### src/sv/rpfr_pkg.sv
package rpfr_pkg;

    localparam int POS_WIDTH_DEF    = 24;
    localparam int CORDIC_STEPS_DEF = 16;

    localparam int VEC_W    = 16;
    localparam int ROT_W    = 15;
    localparam int ANG_W    = 14;
    localparam int ANG_MAX  = 11520;
    localparam int ANG_QUARTER = 1474560;
    localparam int TABLE_LEN = 24;

    // Operand, accumulator and unit widths.
    localparam int OPW     = 34;
    localparam int ACCW    = 2 * OPW;
    localparam int SQ_W    = 64;
    localparam int SQ_STEPS = 32;
    localparam int CD_W    = 36;
    localparam int Z_W     = 24;
    localparam int ATAN_W  = 20;
    localparam int STEP_W  = 5;
    localparam int UOP_W   = 6;

    localparam logic [UOP_W-1:0] UOP_X_LAST  = 6'd22;
    localparam logic [UOP_W-1:0] UOP_Y_FIRST = 6'd23;
    localparam logic [UOP_W-1:0] UOP_Y_LAST  = 6'd37;

    typedef enum logic [4:0] {
        SRC_N0X, SRC_N0Y, SRC_N0Z,
        SRC_T0X, SRC_T0Y, SRC_T0Z,
        SRC_NX,  SRC_NY,  SRC_NZ,
        SRC_TX,  SRC_TY,  SRC_TZ,
        SRC_C0,  SRC_C1,  SRC_C2,
        SRC_DA,  SRC_DB,  SRC_DC, SRC_DD
    } src_t;

    typedef enum logic [3:0] {
        DST_NONE, DST_C0, DST_C1, DST_C2,
        DST_DA, DST_DB, DST_DC, DST_DD,
        DST_SQ, DST_SGN
    } dst_t;

    typedef struct packed {
        src_t a;
        src_t b;
        logic neg;
        logic first;
        logic shr2;
        dst_t dst;
    } uop_t;

    typedef struct packed {
        logic             accept;
        logic             mac;
        logic [UOP_W-1:0] uop;
        logic             sq_init;
        logic             sq_step;
        logic             cd_init;
        logic             cd_step;
        logic [STEP_W-1:0] step;
        logic             keep_x;
        logic             keep_y;
        logic             load_out;
    } cmd_t;

    function automatic int in_dw(input int pos_width);
        return ((3 * pos_width + 6 * VEC_W + 7) / 8) * 8;
    endfunction

    function automatic int out_dw(input int pos_width);
        return ((3 * pos_width + 2 * ROT_W + 7) / 8) * 8;
    endfunction

    // atan(2^-i) in units of 1/16384 degree, rounded to nearest.
    function automatic logic [ATAN_W-1:0] atan_fine(input logic [STEP_W-1:0] i);
        logic [ATAN_W-1:0] v;
        case (i)
            5'd0:  v = 20'd737280;
            5'd1:  v = 20'd435242;
            5'd2:  v = 20'd229970;
            5'd3:  v = 20'd116736;
            5'd4:  v = 20'd58595;
            5'd5:  v = 20'd29326;
            5'd6:  v = 20'd14667;
            5'd7:  v = 20'd7334;
            5'd8:  v = 20'd3667;
            5'd9:  v = 20'd1833;
            5'd10: v = 20'd917;
            5'd11: v = 20'd458;
            5'd12: v = 20'd229;
            5'd13: v = 20'd115;
            5'd14: v = 20'd57;
            5'd15: v = 20'd29;
            5'd16: v = 20'd14;
            5'd17: v = 20'd7;
            5'd18: v = 20'd4;
            5'd19: v = 20'd2;
            5'd20: v = 20'd1;
            default: v = '0;
        endcase
        return v;
    endfunction

    function automatic uop_t mk(input src_t a, input src_t b, input logic neg,
                                input logic first, input logic shr2, input dst_t dst);
        uop_t u;
        u.a = a;
        u.b = b;
        u.neg = neg;
        u.first = first;
        u.shr2 = shr2;
        u.dst = dst;
        return u;
    endfunction

    // Multiply-accumulate program. The first part serves the normal angle,
    // the second part the tangent angle.
    function automatic uop_t uop_of(input logic [UOP_W-1:0] idx);
        uop_t u;
        case (idx)
            6'd0:  u = mk(SRC_N0Y, SRC_NZ,  1'b0, 1'b1, 1'b0, DST_NONE);
            6'd1:  u = mk(SRC_N0Z, SRC_NY,  1'b1, 1'b0, 1'b0, DST_C0);
            6'd2:  u = mk(SRC_N0Z, SRC_NX,  1'b0, 1'b1, 1'b0, DST_NONE);
            6'd3:  u = mk(SRC_N0X, SRC_NZ,  1'b1, 1'b0, 1'b0, DST_C1);
            6'd4:  u = mk(SRC_N0X, SRC_NY,  1'b0, 1'b1, 1'b0, DST_NONE);
            6'd5:  u = mk(SRC_N0Y, SRC_NX,  1'b1, 1'b0, 1'b0, DST_C2);
            6'd6:  u = mk(SRC_C0,  SRC_C0,  1'b0, 1'b1, 1'b1, DST_NONE);
            6'd7:  u = mk(SRC_C1,  SRC_C1,  1'b0, 1'b0, 1'b1, DST_NONE);
            6'd8:  u = mk(SRC_C2,  SRC_C2,  1'b0, 1'b0, 1'b1, DST_SQ);
            6'd9:  u = mk(SRC_N0X, SRC_N0X, 1'b0, 1'b1, 1'b0, DST_NONE);
            6'd10: u = mk(SRC_N0Y, SRC_N0Y, 1'b0, 1'b0, 1'b0, DST_NONE);
            6'd11: u = mk(SRC_N0Z, SRC_N0Z, 1'b0, 1'b0, 1'b0, DST_DA);
            6'd12: u = mk(SRC_T0X, SRC_NX,  1'b0, 1'b1, 1'b0, DST_NONE);
            6'd13: u = mk(SRC_T0Y, SRC_NY,  1'b0, 1'b0, 1'b0, DST_NONE);
            6'd14: u = mk(SRC_T0Z, SRC_NZ,  1'b0, 1'b0, 1'b0, DST_DB);
            6'd15: u = mk(SRC_N0X, SRC_NX,  1'b0, 1'b1, 1'b0, DST_NONE);
            6'd16: u = mk(SRC_N0Y, SRC_NY,  1'b0, 1'b0, 1'b0, DST_NONE);
            6'd17: u = mk(SRC_N0Z, SRC_NZ,  1'b0, 1'b0, 1'b0, DST_DC);
            6'd18: u = mk(SRC_T0X, SRC_N0X, 1'b0, 1'b1, 1'b0, DST_NONE);
            6'd19: u = mk(SRC_T0Y, SRC_N0Y, 1'b0, 1'b0, 1'b0, DST_NONE);
            6'd20: u = mk(SRC_T0Z, SRC_N0Z, 1'b0, 1'b0, 1'b0, DST_DD);
            6'd21: u = mk(SRC_DA,  SRC_DB,  1'b0, 1'b1, 1'b0, DST_NONE);
            6'd22: u = mk(SRC_DC,  SRC_DD,  1'b1, 1'b0, 1'b0, DST_SGN);
            6'd23: u = mk(SRC_T0Y, SRC_TZ,  1'b0, 1'b1, 1'b0, DST_NONE);
            6'd24: u = mk(SRC_T0Z, SRC_TY,  1'b1, 1'b0, 1'b0, DST_C0);
            6'd25: u = mk(SRC_T0Z, SRC_TX,  1'b0, 1'b1, 1'b0, DST_NONE);
            6'd26: u = mk(SRC_T0X, SRC_TZ,  1'b1, 1'b0, 1'b0, DST_C1);
            6'd27: u = mk(SRC_T0X, SRC_TY,  1'b0, 1'b1, 1'b0, DST_NONE);
            6'd28: u = mk(SRC_T0Y, SRC_TX,  1'b1, 1'b0, 1'b0, DST_C2);
            6'd29: u = mk(SRC_C0,  SRC_C0,  1'b0, 1'b1, 1'b1, DST_NONE);
            6'd30: u = mk(SRC_C1,  SRC_C1,  1'b0, 1'b0, 1'b1, DST_NONE);
            6'd31: u = mk(SRC_C2,  SRC_C2,  1'b0, 1'b0, 1'b1, DST_SQ);
            6'd32: u = mk(SRC_T0X, SRC_TX,  1'b0, 1'b1, 1'b0, DST_NONE);
            6'd33: u = mk(SRC_T0Y, SRC_TY,  1'b0, 1'b0, 1'b0, DST_NONE);
            6'd34: u = mk(SRC_T0Z, SRC_TZ,  1'b0, 1'b0, 1'b0, DST_DC);
            6'd35: u = mk(SRC_N0X, SRC_C0,  1'b0, 1'b1, 1'b0, DST_NONE);
            6'd36: u = mk(SRC_N0Y, SRC_C1,  1'b0, 1'b0, 1'b0, DST_NONE);
            6'd37: u = mk(SRC_N0Z, SRC_C2,  1'b0, 1'b0, 1'b0, DST_SGN);
            default: u = mk(SRC_N0X, SRC_N0X, 1'b0, 1'b1, 1'b0, DST_NONE);
        endcase
        return u;
    endfunction

endpackage

### src/sv/rpfr_ctrl.sv
module rpfr_ctrl #(
    parameter int CORDIC_STEPS = rpfr_pkg::CORDIC_STEPS_DEF
) (
    input  logic           clk,
    input  logic           rst_n,
    input  logic           in_valid,
    output logic           in_ready,
    output logic           out_valid,
    input  logic           out_ready,
    output rpfr_pkg::cmd_t cmd
);
    import rpfr_pkg::*;

    typedef enum logic [2:0] {
        S_IDLE, S_MAC, S_SQRT, S_CINIT, S_CORD, S_KEEP, S_FIN
    } state_t;

    state_t            state_reg, state_next;
    logic              phase_reg, phase_next;
    logic [UOP_W-1:0]  uop_reg, uop_next;
    logic [STEP_W-1:0] cnt_reg, cnt_next;
    logic              out_valid_reg, out_valid_next;

    assign in_ready  = (state_reg == S_IDLE);
    assign out_valid = out_valid_reg;

    always_comb
    begin
        state_next     = state_reg;
        phase_next     = phase_reg;
        uop_next       = uop_reg;
        cnt_next       = cnt_reg;
        out_valid_next = out_valid_reg;
        cmd            = '0;
        cmd.uop        = uop_reg;
        cmd.step       = cnt_reg;
        if (out_valid_reg && out_ready)
        begin
            out_valid_next = 1'b0;
        end
        unique case (state_reg)
            S_IDLE:
            begin
                if (in_valid)
                begin
                    cmd.accept = 1'b1;
                    phase_next = 1'b0;
                    uop_next   = '0;
                    state_next = S_MAC;
                end
            end
            S_MAC:
            begin
                cmd.mac  = 1'b1;
                uop_next = uop_reg + 1'b1;
                if (uop_reg == (phase_reg ? UOP_Y_LAST : UOP_X_LAST))
                begin
                    cmd.sq_init = 1'b1;
                    cnt_next    = '0;
                    state_next  = S_SQRT;
                end
            end
            S_SQRT:
            begin
                cmd.sq_step = 1'b1;
                cnt_next    = cnt_reg + 1'b1;
                if (cnt_reg == STEP_W'(SQ_STEPS - 1))
                begin
                    state_next = S_CINIT;
                end
            end
            S_CINIT:
            begin
                cmd.cd_init = 1'b1;
                cnt_next    = '0;
                state_next  = S_CORD;
            end
            S_CORD:
            begin
                cmd.cd_step = 1'b1;
                cnt_next    = cnt_reg + 1'b1;
                if (cnt_reg == STEP_W'(CORDIC_STEPS - 1))
                begin
                    state_next = S_KEEP;
                end
            end
            S_KEEP:
            begin
                if (!phase_reg)
                begin
                    cmd.keep_x = 1'b1;
                    phase_next = 1'b1;
                    uop_next   = UOP_Y_FIRST;
                    state_next = S_MAC;
                end
                else
                begin
                    cmd.keep_y = 1'b1;
                    state_next = S_FIN;
                end
            end
            S_FIN:
            begin
                if (!out_valid_reg || out_ready)
                begin
                    cmd.load_out   = 1'b1;
                    out_valid_next = 1'b1;
                    state_next     = S_IDLE;
                end
            end
            default:
            begin
                state_next = S_IDLE;
            end
        endcase
    end

    always_ff @(posedge clk or negedge rst_n)
    begin
        if (!rst_n)
        begin
            state_reg     <= S_IDLE;
            phase_reg     <= 1'b0;
            uop_reg       <= '0;
            cnt_reg       <= '0;
            out_valid_reg <= 1'b0;
        end
        else
        begin
            state_reg     <= state_next;
            phase_reg     <= phase_next;
            uop_reg       <= uop_next;
            cnt_reg       <= cnt_next;
            out_valid_reg <= out_valid_next;
        end
    end

    // A finished result never overwrites one that has not been taken.
    assert property (@(posedge clk) disable iff (!rst_n)
        cmd.load_out |-> (!out_valid_reg || out_ready))
        else $error("result register overwritten");

    // An accepted sample always starts the multiply program at its first step.
    assert property (@(posedge clk) disable iff (!rst_n)
        (in_valid && in_ready) |=> (state_reg == S_MAC && uop_reg == '0 && !phase_reg))
        else $error("sample accepted without starting the program");

    // The rotation counter never runs past the configured step count.
    assert property (@(posedge clk) disable iff (!rst_n)
        (state_reg == S_CORD) |-> (cnt_reg <= STEP_W'(CORDIC_STEPS - 1)))
        else $error("rotation step out of range");

    // The multiply program stays within the part of the current angle.
    assert property (@(posedge clk) disable iff (!rst_n)
        (state_reg == S_MAC) |-> (phase_reg ? (uop_reg >= UOP_Y_FIRST && uop_reg <= UOP_Y_LAST)
                                             : (uop_reg <= UOP_X_LAST)))
        else $error("multiply step outside its program");

endmodule

### config.mk
export PLATFORM = sky130hd
export DESIGN_NAME = rpfr_ctrl
export DESIGN_NICKNAME = d
export VERILOG_FILES = /design/src/sv/rpfr_pkg.sv /design/src/sv/rpfr_ctrl.sv
export SDC_FILE = /design/constraint.sdc
export NUM_CORES = 1
export LEC_CHECK = 0
export BUFFER_PORTS_ARGS = -buffer_cell sky130_fd_sc_hd__buf_2
export CORE_MARGIN = 5
export CORE_UTILIZATION = 48
export CTS_CLUSTER_SIZE = 16
export DETAILED_ROUTE_END_ITERATION = 7
export GPL_ROUTABILITY_DRIVEN = 0
export PLACE_DENSITY = 0.86
export SYNTH_ARGS = -nofsm -noshare
export SYNTH_HDL_FRONTEND = slang
export SYNTH_SLANG_ARGS = --single-unit
### constraint.sdc
create_clock -name clk -period 1.7 [get_ports clk]
set_clock_uncertainty 0.15 [all_clocks]
set_input_delay 0.34 -clock clk [delete_from_list [all_inputs] [get_ports clk]]
set_output_delay 0.34 -clock clk [all_outputs]
set_load 0.1 [all_outputs]
### After elaboration in Yosys (flattened, before gate mapping)

Index checks and enable logic that the tools add are counted.

| operators by class | value |
|---|---|
| $add $sub $neg | 2 |
| multipliers | 0 |
| div/mod/pow operators | 0 |
| order comparisons | 0 |
| equal/unequal tests | 15 |
| shifts and indexed selects | 0 |
| mux-type cells | 31 |
| bitwise logic cells | 0 |
| reductions and logical operators | 12 |

Operators with widths:

| operator | count |
|---|---|
| $pmux W3 S7 | 1 |
| $mux W3 | 6 |
| $mux W6 | 3 |
| $pmux W6 S3 | 1 |
| $mux W1 | 16 |
| $pmux W5 S3 | 1 |
| $ne A2 B2 Y1 const B | 6 |
| $eq A3 B3 Y1 const B | 3 |
| $add A6 B1 Y6 const B | 1 |
| $eq A3 B2 Y1 const B | 2 |
| $eq A6 B6 Y1 | 1 |
| $reduce_bool A3 Y1 | 2 |
| $add A5 B1 Y5 const B | 1 |
| $eq A5 B4 Y1 const B | 1 |
| $eq A5 B5 Y1 const B | 1 |
| $mux W5 | 1 |
| $reduce_and A5 Y1 | 1 |
| $reduce_and A2 Y1 | 2 |
| $eq A3 B1 Y1 const B | 1 |
| $logic_not A3 Y1 | 1 |
| $reduce_and A3 Y1 | 1 |
| $mux W2 | 1 |
| $pmux W1 S2 | 1 |
| $reduce_bool A2 Y1 | 1 |
| other kinds (4) | 4 |

| storage, ports and cells | value |
|---|---|
| register bits after elaboration | 16 |
| latch bits | 0 |
| bits in writable memories | 0 |
| bits in read-only memories | 0 |
| bits of input ports | 4 |
| output and inout port bits | 22 |
| word-level logic and storage cells | 65 |
| memories kept | 0 |

### Logic depth before layout (Yosys ltp)

Gate-level depths: netlist of the first run.

| depth | value |
|---|---|
| depth after elaboration | 4 |
| mapped depth | 7 |
| depth with buffers taken out | 7 |

### Least setup slack after synthesis of the first run

Ideal clock, no wire load.

| timing path | value |
|---|---|
| kind | register -> output |
| start | reg state_reg[2] |
| end | out in_ready |
| arrival | 2909 ps |
| data required time | 1210 ps |
| slack | -1699 ps |
| cell stages (with the launch flop) | 5 |
| path buffers | 3 |
| cell sequence | dfrtp_1 > buf_6 > clkbuf_1 > buf_2 > nor3_1 |

| on the way | value |
|---|---|
| longest elaborated chain between the ends | 1 |

RTL lines:

| element | line | text |
|---|---|---|
| start, declared | rpfr_ctrl.sv:18 | `state_t state_reg, state_next;` |
| start signal, assigned | rpfr_ctrl.sv:130 | `state_reg <= state_next;` |
| $logic_not A3 Y1 | rpfr_ctrl.sv:24 | `assign in_ready = (state_reg == S_IDLE);` |
| end, declared | rpfr_ctrl.sv:7 | `output logic in_ready,` |

No other way between the ends.

==> flow_metrics.tcl, run 1 <==
set metrics [dict create \
    overflow 0 \
    yosysSeqAreaShare_pct 35.3 \
    fin_crit_ps 2370 \
    initial_utilization_pct 50.8 \
    p_leak_uw 0.000915 \
    cp.required_ps 1210 \
    port-buffer-count 25 \
    power_density_nw_per_um2 303 \
    final_area_sq_um 2160 \
    dieArea_sq_um 3430 \
    drive_above_1_share_pct 59.9 \
    viasPerCell 7.30 \
    synthesis.area_sq_um 1130 \
    nNetsFinal 211 \
    h-tree-depth 1 \
    die_h_um 58.6 \
    pin_count 26 \
    yosysWarnings 0 \
    clk_pin_slew_worst_paths_ps 120 \
    slowest_delay_ps 510 \
    critPathTopFamily "flip-flops" \
    synth.distinct_cells 39 \
    critical_path_class "reg2out" \
    first_pass_iters 5 \
    grt_usage_pct 32.6 \
    min_period_over_period_pct 139 \
    fillers 44 \
    grt_max_degree 17 \
    hold_path_class "in2reg" \
    root_buffer "clkbuf_4" \
    grt_pass1_vias 1547 \
    finalWirelength_um 6690 \
    ant_nets 0 \
    finalHoldViolCount 0 \
    maxCapViolations 0 \
    drt_drc_violations_left 0 \
    routedWlPerCell_um 29.1 \
    worst_slack_ps -671 \
    antenna_found_initial 0 \
    synth_top_area_share_pct 35.3 \
    synth_edf_count 0 \
    cts_sinks 16 \
    worst_pin_slew_ps 526 \
    maxSlewHeadroom_pct 65.2 \
    setup_viol 22 \
    synth_largest_area_cell "dfrtp_1" \
    first_iter_violations 248 \
    crit_buf_inv 2 \
    crit_chain "buf_6, nand3b_1, o22ai_4, and2_4, buf_12" \
    syn_area_per_cell_sq_um 8.27 \
    crit_arrival_ps 1880 \
    antennaDiodeCount 0 \
    syn_inst 137 \
    violations "setup timing" \
    tritoncts "yes" \
    synth_ff_type "dfrtp_1" \
    status "finished with violations" \
    vias 1680 \
    vdd_drop_max_mv 0.564 \
    drv_slew 0 \
    coreArea_sq_um 2230 \
    clock.fmax_ghz 0.422 \
    async_flop_share_pct 100 \
    syn_to_final_growth_pct 90.2 \
    grt_pass1_wl_um 8180 \
    finalSetupTns_ps -6590 \
    start_kind "flip-flop" \
    largest_register_ffs 6 \
    post_dp_cell_area_sq_um 1810 \
    endpoint_kind "primary output" \
    dp_hpwl_um 2740 \
    clkLatencyLatePin_ps 320 \
    die_w_um 58.6 \
    reg2reg_slack_ps -510 \
    numCtsBuffers 3 \
    clk_path_buf_depth 2 \
    crit_fanout 8 \
    syn-num-nets 145 \
    rows 17 \
    synth.area.top_cells "dfrtp_1 35%, o21ai_0 8.8%, nand2_1 4.6%, ha_1 4.4%, nand2b_1 3.3%" \
    synth-seq-cells 16 \
    slowest_stage "dfrtp_4" \
    rsz0062_at_grt "yes" \
]
==> synthesized netlist by cell type (all sizes together), types with 3 or more instances <==
cell type	instances
and3	5
nor2b	3
o21ai	21
and2	3
nor2	9
inv	5
ha	4
nand2b	6
nand2	14
a21oi	5
nor3	6
a31oi	4
dfrtp	16
buf	6
==> power by group <==
part	leakage (uW)	switching, uW	internal [uW]	total [uW]
logic	0.000726	12.5	5.57	18.1
registers	0.000175	0.0000000000000844	380	380
clock network	0.0000150	163	92.0	255
==> area by class of cell <==
class,instances,area (sq um),share of cell area (%)
well taps,28,35.0,1.63
clock buffers,4,26.3,1.22
flip-flops and latches,16,429,19.9
repair buffers,69,767,35.6
multi-input cells,108,868,40.3
inverters,5,30.0,1.39
==> cells by family after synthesis <==
group,share of synthesized area (%)
AND/OR/NAND/NOR,27.8
multiplexers,1.77
AO/OA/AOI/OAI,23.8
flip-flops,35.3
XOR/XNOR,0.773
buffers and inverters,6.07
adder cells (fa/ha/maj),4.42
==> stage by stage <==
stage | cells | hold slack (ps) | total power [uW] | setup slack [ps] | utilization, %
floorplan | 137 | -106 | 389 | -463 | -
global placement | 209 | 128 | 401 | -130 | 81.2
detailed placement | 209 | 133 | 401 | -157 | 81.2
CTS | 220 | 227 | 615 | -492 | 88.2
global route | 230 | 212 | 684 | -702 | 96.5
finish | 230 | 234 | 653 | -671 | 96.5
==> tightest hold or removal path, delay by kind of cell <==
family,cells,cell delay (ps)
buffers and inverters,1,80
and+or+nand+nor,2,260
==> routing by layer <==
metal | GRT usage [%] | vias up | share of wire (%)
met5 | 0 | - | 0
met4 | 17.2 | 0 | 11
met3 | 6.36 | 76 | 13
met2 | 57.6 | 198 | 44
met1 | 37.0 | 775 | 32
li1 | - | 631 | -
==> final timing paths <==
check	depth (start not counted)	start	to
worst max-delay path	5	uop_reg[3]	cmd[11]
worst min-delay path	3	out_ready	out_valid
worst max register to register	10	uop_reg[3]	cnt_reg[3]
worst min register to register	2	uop_reg[1]	uop_reg[1]
max in group asynchronous	2	rst_n	uop_reg[2]
min in group asynchronous	2	rst_n	cnt_reg[2]
==> cells in the final DEF, fill, tap and decap left out, types with 4 or more instances in the layout <==
cell type	n
buf_4	30
buf_12	17
buf_6	13
nand2_1	12
o21ai_1	10
o21ai_0	9
dfrtp_2	8
nor2_1	6
buf_2	6
nand2b_1	5
a21oi_1	5
clkbuf_4	5
dfrtp_4	5
and3_4	4
a31oi_1	4
==> repair_timing <==
action	in CTS	in global routing
hold buffers	1	0
setup endpoints to repair	15	24
pin swaps	11	7
endpoints found under the hold margin	16	0
resized for setup	21	35
setup buffers	6	10
Note: power is estimated with default switching activity, not from simulation.
==> inputs of run 2 (changes only) <==
--- a/config.mk
+++ b/config.mk
@@ -9,4 +9,5 @@
 export CORE_MARGIN = 5
 export CORE_UTILIZATION = 48
+export CTS_BUF_LIST = sky130_fd_sc_hd__clkbuf_16
 export CTS_CLUSTER_SIZE = 16
 export DETAILED_ROUTE_END_ITERATION = 7
==> constraint.sdc (replaced) <==
create_clock -name clk -period 1.7 [get_ports clk]
set_clock_uncertainty 0.15 [all_clocks]
set_input_delay 0.255 -clock clk [delete_from_list [all_inputs] [get_ports clk]]
set_output_delay 0.255 -clock clk [all_outputs]
set_load 0.1 [all_outputs]
==> run 2 against run 1 <==
The run now fails in 5_1_grt. Synthesized cell count did not move. Area after synthesis did not move.
==> flow_metrics.tcl, run 2 <==
set metrics [dict create \
    clk_path_buf_depth 2 \
    syn_inst 137 \
    yosysSeqAreaShare_pct 35.3 \
    status "aborted with a tool error" \
    cts_sinks 16 \
    port-buffer-count 25 \
    postGrtWorstEndpoint "cmd[11]" \
    synth.distinct_cells 39 \
    synth.area.top_cells "dfrtp_1 35%, o21ai_0 8.8%, nand2_1 4.6%, ha_1 4.4%, nand2b_1 3.3%" \
    numCtsBuffers 3 \
    grt_max_degree 17 \
    synth_largest_area_cell "dfrtp_1" \
    die_h_um 58.6 \
    lastStage "5_1_grt" \
    h-tree-depth 1 \
    pin_count 26 \
    yosysWarnings 0 \
    die_w_um 58.6 \
    synth.most_common_cell "o21ai_0" \
    syn-num-nets 145 \
    error "[ERROR DPL-0038] Utilization greater than 100%, impossible to legalize" \
    dp_hpwl_um 2710 \
    syn_area_per_cell_sq_um 8.27 \
    synth_ff_type "dfrtp_1" \
    synth-seq-cells 16 \
    rows 17 \
    initial_utilization_pct 50.8 \
    synth_top_area_share_pct 35.3 \
    synth_edf_count 0 \
    worst-ep-kind "top-level output" \
    synthTopCellsByCount "20 x o21ai_0, 16 x dfrtp_1, 14 x nand2_1, 9 x nor2_1" \
    async_flop_share_pct 100 \
    synthesis.area_sq_um 1130 \
    root_buffer "clkbuf_16" \
    placedCellCount 202 \
]
-- run 2: cell counts after synthesis --
Identical to the previous run, type by type.
-- run 2: repair_timing --
item	in CTS
endpoints found under the hold margin	16
pin swaps	12
gates resized for setup	25
buffers inserted	17
hold buffers	1
setup endpoints to repair	15
gates cloned	1
-- run 2: stage by stage --
step	util, %	hold WS, ps	setup TNS, ps	setup slack [ps]	cell area [sq um]
detailed placement	75.6	45.2	-363	-114	1690
floorplan	-	-191	-2010	-463	1270
global placement	75.6	32.0	-64.0	-41.1	1690
CTS	90.5	188	-1090	-355	2020
-- run 2: cells by family after synthesis --
family,Yosys count,synth area share [%]
xor+xnor,1,0.773
compound gates,44,23.8
flops,16,35.3
mux,2,1.77
simple gates,57,27.8
buf+inv,13,6.07
fa+ha+maj,4,4.42
==> inputs of run 3 (changes only) <==
Settings changed: CORE_AREA set to 5 5 66 68, CORE_MARGIN 5 to not set, CORE_UTILIZATION 48 to not set, CTS_BUF_LIST sky130_fd_sc_hd__clkbuf_16 to not set, CTS_CLUSTER_SIZE 16 to not set, DIE_AREA set to 0 0 71 73, PLACE_DENSITY 0.86 to not set, PLACE_DENSITY_LB_ADDON set to 0.15.
Clock period 1.7 ns to 2.2 ns, I/O delays scaled along.
==> run 3 against run 2 <==
The run now ends clean.
==> flow_metrics.tcl, run 3 (synthesis gave the netlist of run 1 again) <==
set metrics [dict create \
    vdd_drop_max_mv 0.139 \
    grt_pass1_vias 1055 \
    ant_nets 0 \
    dieArea_sq_um 5180 \
    vias 1089 \
    clk_pin_slew_worst_paths_ps 70 \
    critPathTopFamily "simple AND/OR/NAND/NOR gates" \
    drv_slew 0 \
    grt_usage_pct 12.4 \
    root_buffer "clkbuf_8" \
    port-buffer-count 25 \
    rsz0062_at_grt "no" \
    power_uw 543 \
    grt_max_degree 27 \
    antenna_found_initial 0 \
    die_w_um 71 \
    placedCellCount 207 \
    slowest_stage "dfrtp_2" \
    multi_input_area_sq_um 696 \
    maxSlewHeadroom_pct 66.9 \
    power_density_nw_per_um2 346 \
    pin_count 26 \
    crit_buf_inv 1 \
    first_iter_violations 60 \
    crit_arrival_ps 1610 \
    numCtsBuffers 3 \
    maxCapViolations 0 \
    crit_fanout 4 \
    start_kind "flip-flop" \
    die_h_um 73 \
    final_cell_mix "20 x o21ai_0, 16 x buf_2, 14 x nand2_1" \
    p_leak_uw 0.000669 \
    rows 23 \
    fillers 403 \
    fin_cells 216 \
    drt_drc_violations_left 0 \
    h-tree-depth 1 \
    overflow 0 \
    worst_pin_slew_ps 500 \
    antennaDiodeCount 0 \
    coreArea_sq_um 3800 \
    crit_chain "or3b_1, o22ai_2, and2_4, buf_12" \
    routedWlPerCell_um 14.2 \
    setup_viol 0 \
    nNetsFinal 175 \
    largest_register_ffs 6 \
    finalWirelength_um 3060 \
    initial_utilization_pct 29.8 \
    clock.fmax_ghz 0.478 \
    tritoncts "yes" \
    regArea_sq_um 412 \
    grt_pass1_wl_um 5130 \
    clk_path_buf_depth 2 \
    finalSetupTns_ps 0 \
    hold_path_class "in2reg" \
    syn_to_final_growth_pct 38.7 \
    fin_crit_ps 2090 \
    drive_above_1_share_pct 34.3 \
    cts_sinks 16 \
    min_period_over_period_pct 95.2 \
    critical_path_class "reg2out" \
    dp_hpwl_um 2190 \
    final_common_cell "o21ai_0" \
    status "completed" \
    slowest_delay_ps 430 \
    first_pass_iters 4 \
    clkLatencyLatePin_ps 260 \
    finalHoldViolCount 0 \
    cp.required_ps 1720 \
    endpoint_kind "primary output" \
    viasPerCell 5.04 \
]
-- run 3: final timing paths --
kind | slack [ps] | start | to | cells past startpoint
worst max register to register | 280 | cnt_reg[0] | cnt_reg[4] | 7
min in group asynchronous | 370 | rst_n | cnt_reg[2] | 2
max in group asynchronous | 1210 | rst_n | uop_reg[1] | 2
worst max-delay path | 110 | uop_reg[3] | cmd[11] | 4
worst min register to register | 360 | uop_reg[5] | uop_reg[5] | 1
worst min-delay path | 240 | out_ready | out_valid | 3
-- run 3: metrics by stage --
stage	hold slack (ps)	utilization [%]	setup slack (ps)	instance area [sq um]
after detailed placement	137	39.1	285	1490
after global placement	134	39.1	312	1490
final	237	41.4	107	1570
after floorplan	-116	-	-353	1180
after CTS	231	40.5	33.9	1540
after global routing	231	41.4	10.7	1570
-- run 3: report_power, final --
part	internal, uW	switching, uW
clock	129	110
sequential	294	0.0000000000000326
combinational	3.61	7.44
total	426	117
-- run 3: worst min-delay path, cell delays in order --
cell and delay [ps]:
buf_2 70, nand2b_1 140, nand2_1 60
-- run 3: layer usage --
layer / wire, um / up-vias / GRT usage [%]
li1: - / 551 / -
met1: 1400 / 509 / 15.6
met2: 1490 / 22 / 21.3
met3: 112 / 7 / 2.62
met4: 50 / 0 / 3.97
met5: 0 / - / 0
-- run 3: timing repair --
action	in CTS	in global routing
endpoints found under the setup margin	0	1
hold buffers	1	0
gates resized for setup	0	1
setup buffers	0	4
hold endpoints to repair	16	0
-- run 3: area by class of cell --
type	count	share of cell area, %
tap	50	3.98
sequential	16	26.2
clock buffer	4	2.86
multi-input combinational	108	44.2
timing repair buffer	33	21.3
inverter	5	1.43
==> inputs of run 4 (changes only) <==
Settings changed: CTS_BUF_LIST set to sky130_fd_sc_hd__clkbuf_8, TNS_END_PERCENT set to 30.
==> run 4 against run 3 <==
Clock power grew 15%. Die area stayed put. Worst hold slack worse by 1.5 ps. Critical endpoint unchanged. Largest cell class unchanged. Largest power group unchanged. Highest routed layer unchanged.
==> flow_metrics.tcl, run 4 (synthesis gave the netlist of run 1 again) <==
set metrics [dict create \
    overflow 0 \
    rows 23 \
    viasPerCell 5.08 \
    dp_slack_ps 215 \
    power_uw 578 \
    crit_fanout 6 \
    start_kind "flip-flop" \
    coreArea_sq_um 3800 \
    grt_pass1_vias 1131 \
    p_leak_uw 0.000683 \
    critical_path_class "reg2out" \
    root_buffer "clkbuf_8" \
    cp.required_ps 1720 \
    grt_usage_pct 12.9 \
    regArea_sq_um 404 \
    finalHoldViolCount 0 \
    numCtsBuffers 3 \
    antenna_found_initial 0 \
    maxSlewHeadroom_pct 67.3 \
    clk_path_buf_depth 2 \
    cts_sinks 16 \
    tritoncts "yes" \
    setup_viol 0 \
    largest_register_ffs 6 \
    dieArea_sq_um 5180 \
    slowest_delay_ps 430 \
    clkLatencyLatePin_ps 250 \
    clock.fmax_ghz 0.473 \
    r2r_end "cnt_reg[4]" \
    ant_nets 0 \
    rsz0062_at_grt "no" \
    critPathTopFamily "simple AND/OR/NAND/NOR gates" \
    drt_drc_violations_left 0 \
    fin_crit_ps 2110 \
    pin_count 26 \
    crit_buf_inv 1 \
    drv_slew 0 \
    dp_hpwl_um 2230 \
    grt_pass1_wl_um 5330 \
    maxCapViolations 0 \
    clk_pin_slew_worst_paths_ps 70 \
    h-tree-depth 1 \
    final_cell_mix "20 x o21ai_0, 16 x buf_2, 14 x nand2_1" \
    vias 1103 \
    endpoint_kind "primary output" \
    final_common_cell "o21ai_0" \
    crit_chain "or3b_1, o22ai_2, and2_4, buf_12" \
    port-buffer-count 25 \
    final_area_sq_um 1560 \
    path_depth 4 \
    syn_to_final_growth_pct 38.0 \
    worst_slack_ps 88.0 \
    antennaDiodeCount 0 \
    die_h_um 73 \
    finalWirelength_um 3030 \
    min_period_over_period_pct 96.0 \
    nNetsFinal 176 \
    die_w_um 71 \
    initial_utilization_pct 29.8 \
    worst_pin_slew_ps 493 \
    power_density_nw_per_um2 369 \
    vdd_drop_max_mv 0.222 \
    first_iter_violations 52 \
    reg2reg_slack_ps 200 \
    min_from "out_ready" \
    status "completed" \
    reg2reg_depth 7 \
    finalSetupTns_ps 0 \
    slowest_stage "dfrtp_2" \
    post-route-util_pct 41.2 \
    multi_input_area_sq_um 689 \
    post_dp_cell_area_sq_um 1470 \
    hold_end "out_valid" \
    drive_above_1_share_pct 31.1 \
    grt_max_degree 21 \
    routedWlPerCell_um 14.0 \
    hold_depth 3 \
    r2r_start "cnt_reg[0]" \
    hold_path_class "in2reg" \
    fillers 410 \
    crit_arrival_ps 1630 \
    first_pass_iters 4 \
]
==> run 4: power breakdown <==
part,internal (uW),switching (uW),total [uW]
combinational,3.62,7.54,11.2
sequential,294,0.0000000000000381,294
clock,159,114,273
==> run 4: timing repair <==
| action | 4_1_cts | 5_1_grt |
|---|---|---|
| cloned | 0 | 0 |
| gates resized for setup | 2 | 3 |
| hold endpoints to repair | 16 | 0 |
| buffers inserted | 1 | 2 |
| pin swaps | 1 | 0 |
| hold buffers | 1 | 0 |
| setup endpoints to repair | 1 | 1 |
==> run 4: final cells by class <==
cell class              count  share of cell area [%]
multi-input cells         108                    44.1
flip-flops and latches     16                    25.8
repair buffers             34                    21.1
well taps                  50                    4.00
clock buffers               4                    3.52
inverters                   5                    1.44
==> run 4: worst reg2reg max path, delay by kind of cell, from the launching register on <==
kind | cells | cell delay [ps]
AO/OA/AOI/OAI | 3 | 250
adder cells (fa/ha/maj) | 2 | 560
flip-flops | 1 | 470
AND/OR/NAND/NOR | 2 | 510
==> run 4: per-stage QoR <==
step,hold slack [ps],std cells
detailed placement,135,209
floorplan,-116,137
CTS,227,215
global placement,130,209
global route,244,217
finish,236,217
==> run 4: how the worst max path moves through the flow <==
stage,start,end,slack (ps)
final,uop_reg[3],cmd[11],90
after global routing,state_reg[1],cmd[1],8
after CTS,state_reg[0],cmd[11],10
after detailed placement,cnt_reg[0],cnt_reg[4],220
after global placement,uop_reg[3],cmd[11],260
after floorplan,uop_reg[2],cmd[11],-370
==> run 4: per-layer routing <==
metal	GRT usage (%)	vias up	share of wire, %
met4	2.51	0	0.56
met1	16.2	524	46
met5	0	-	0
met2	22.1	28	48
met3	3.72	2	5.4
li1	-	549	-
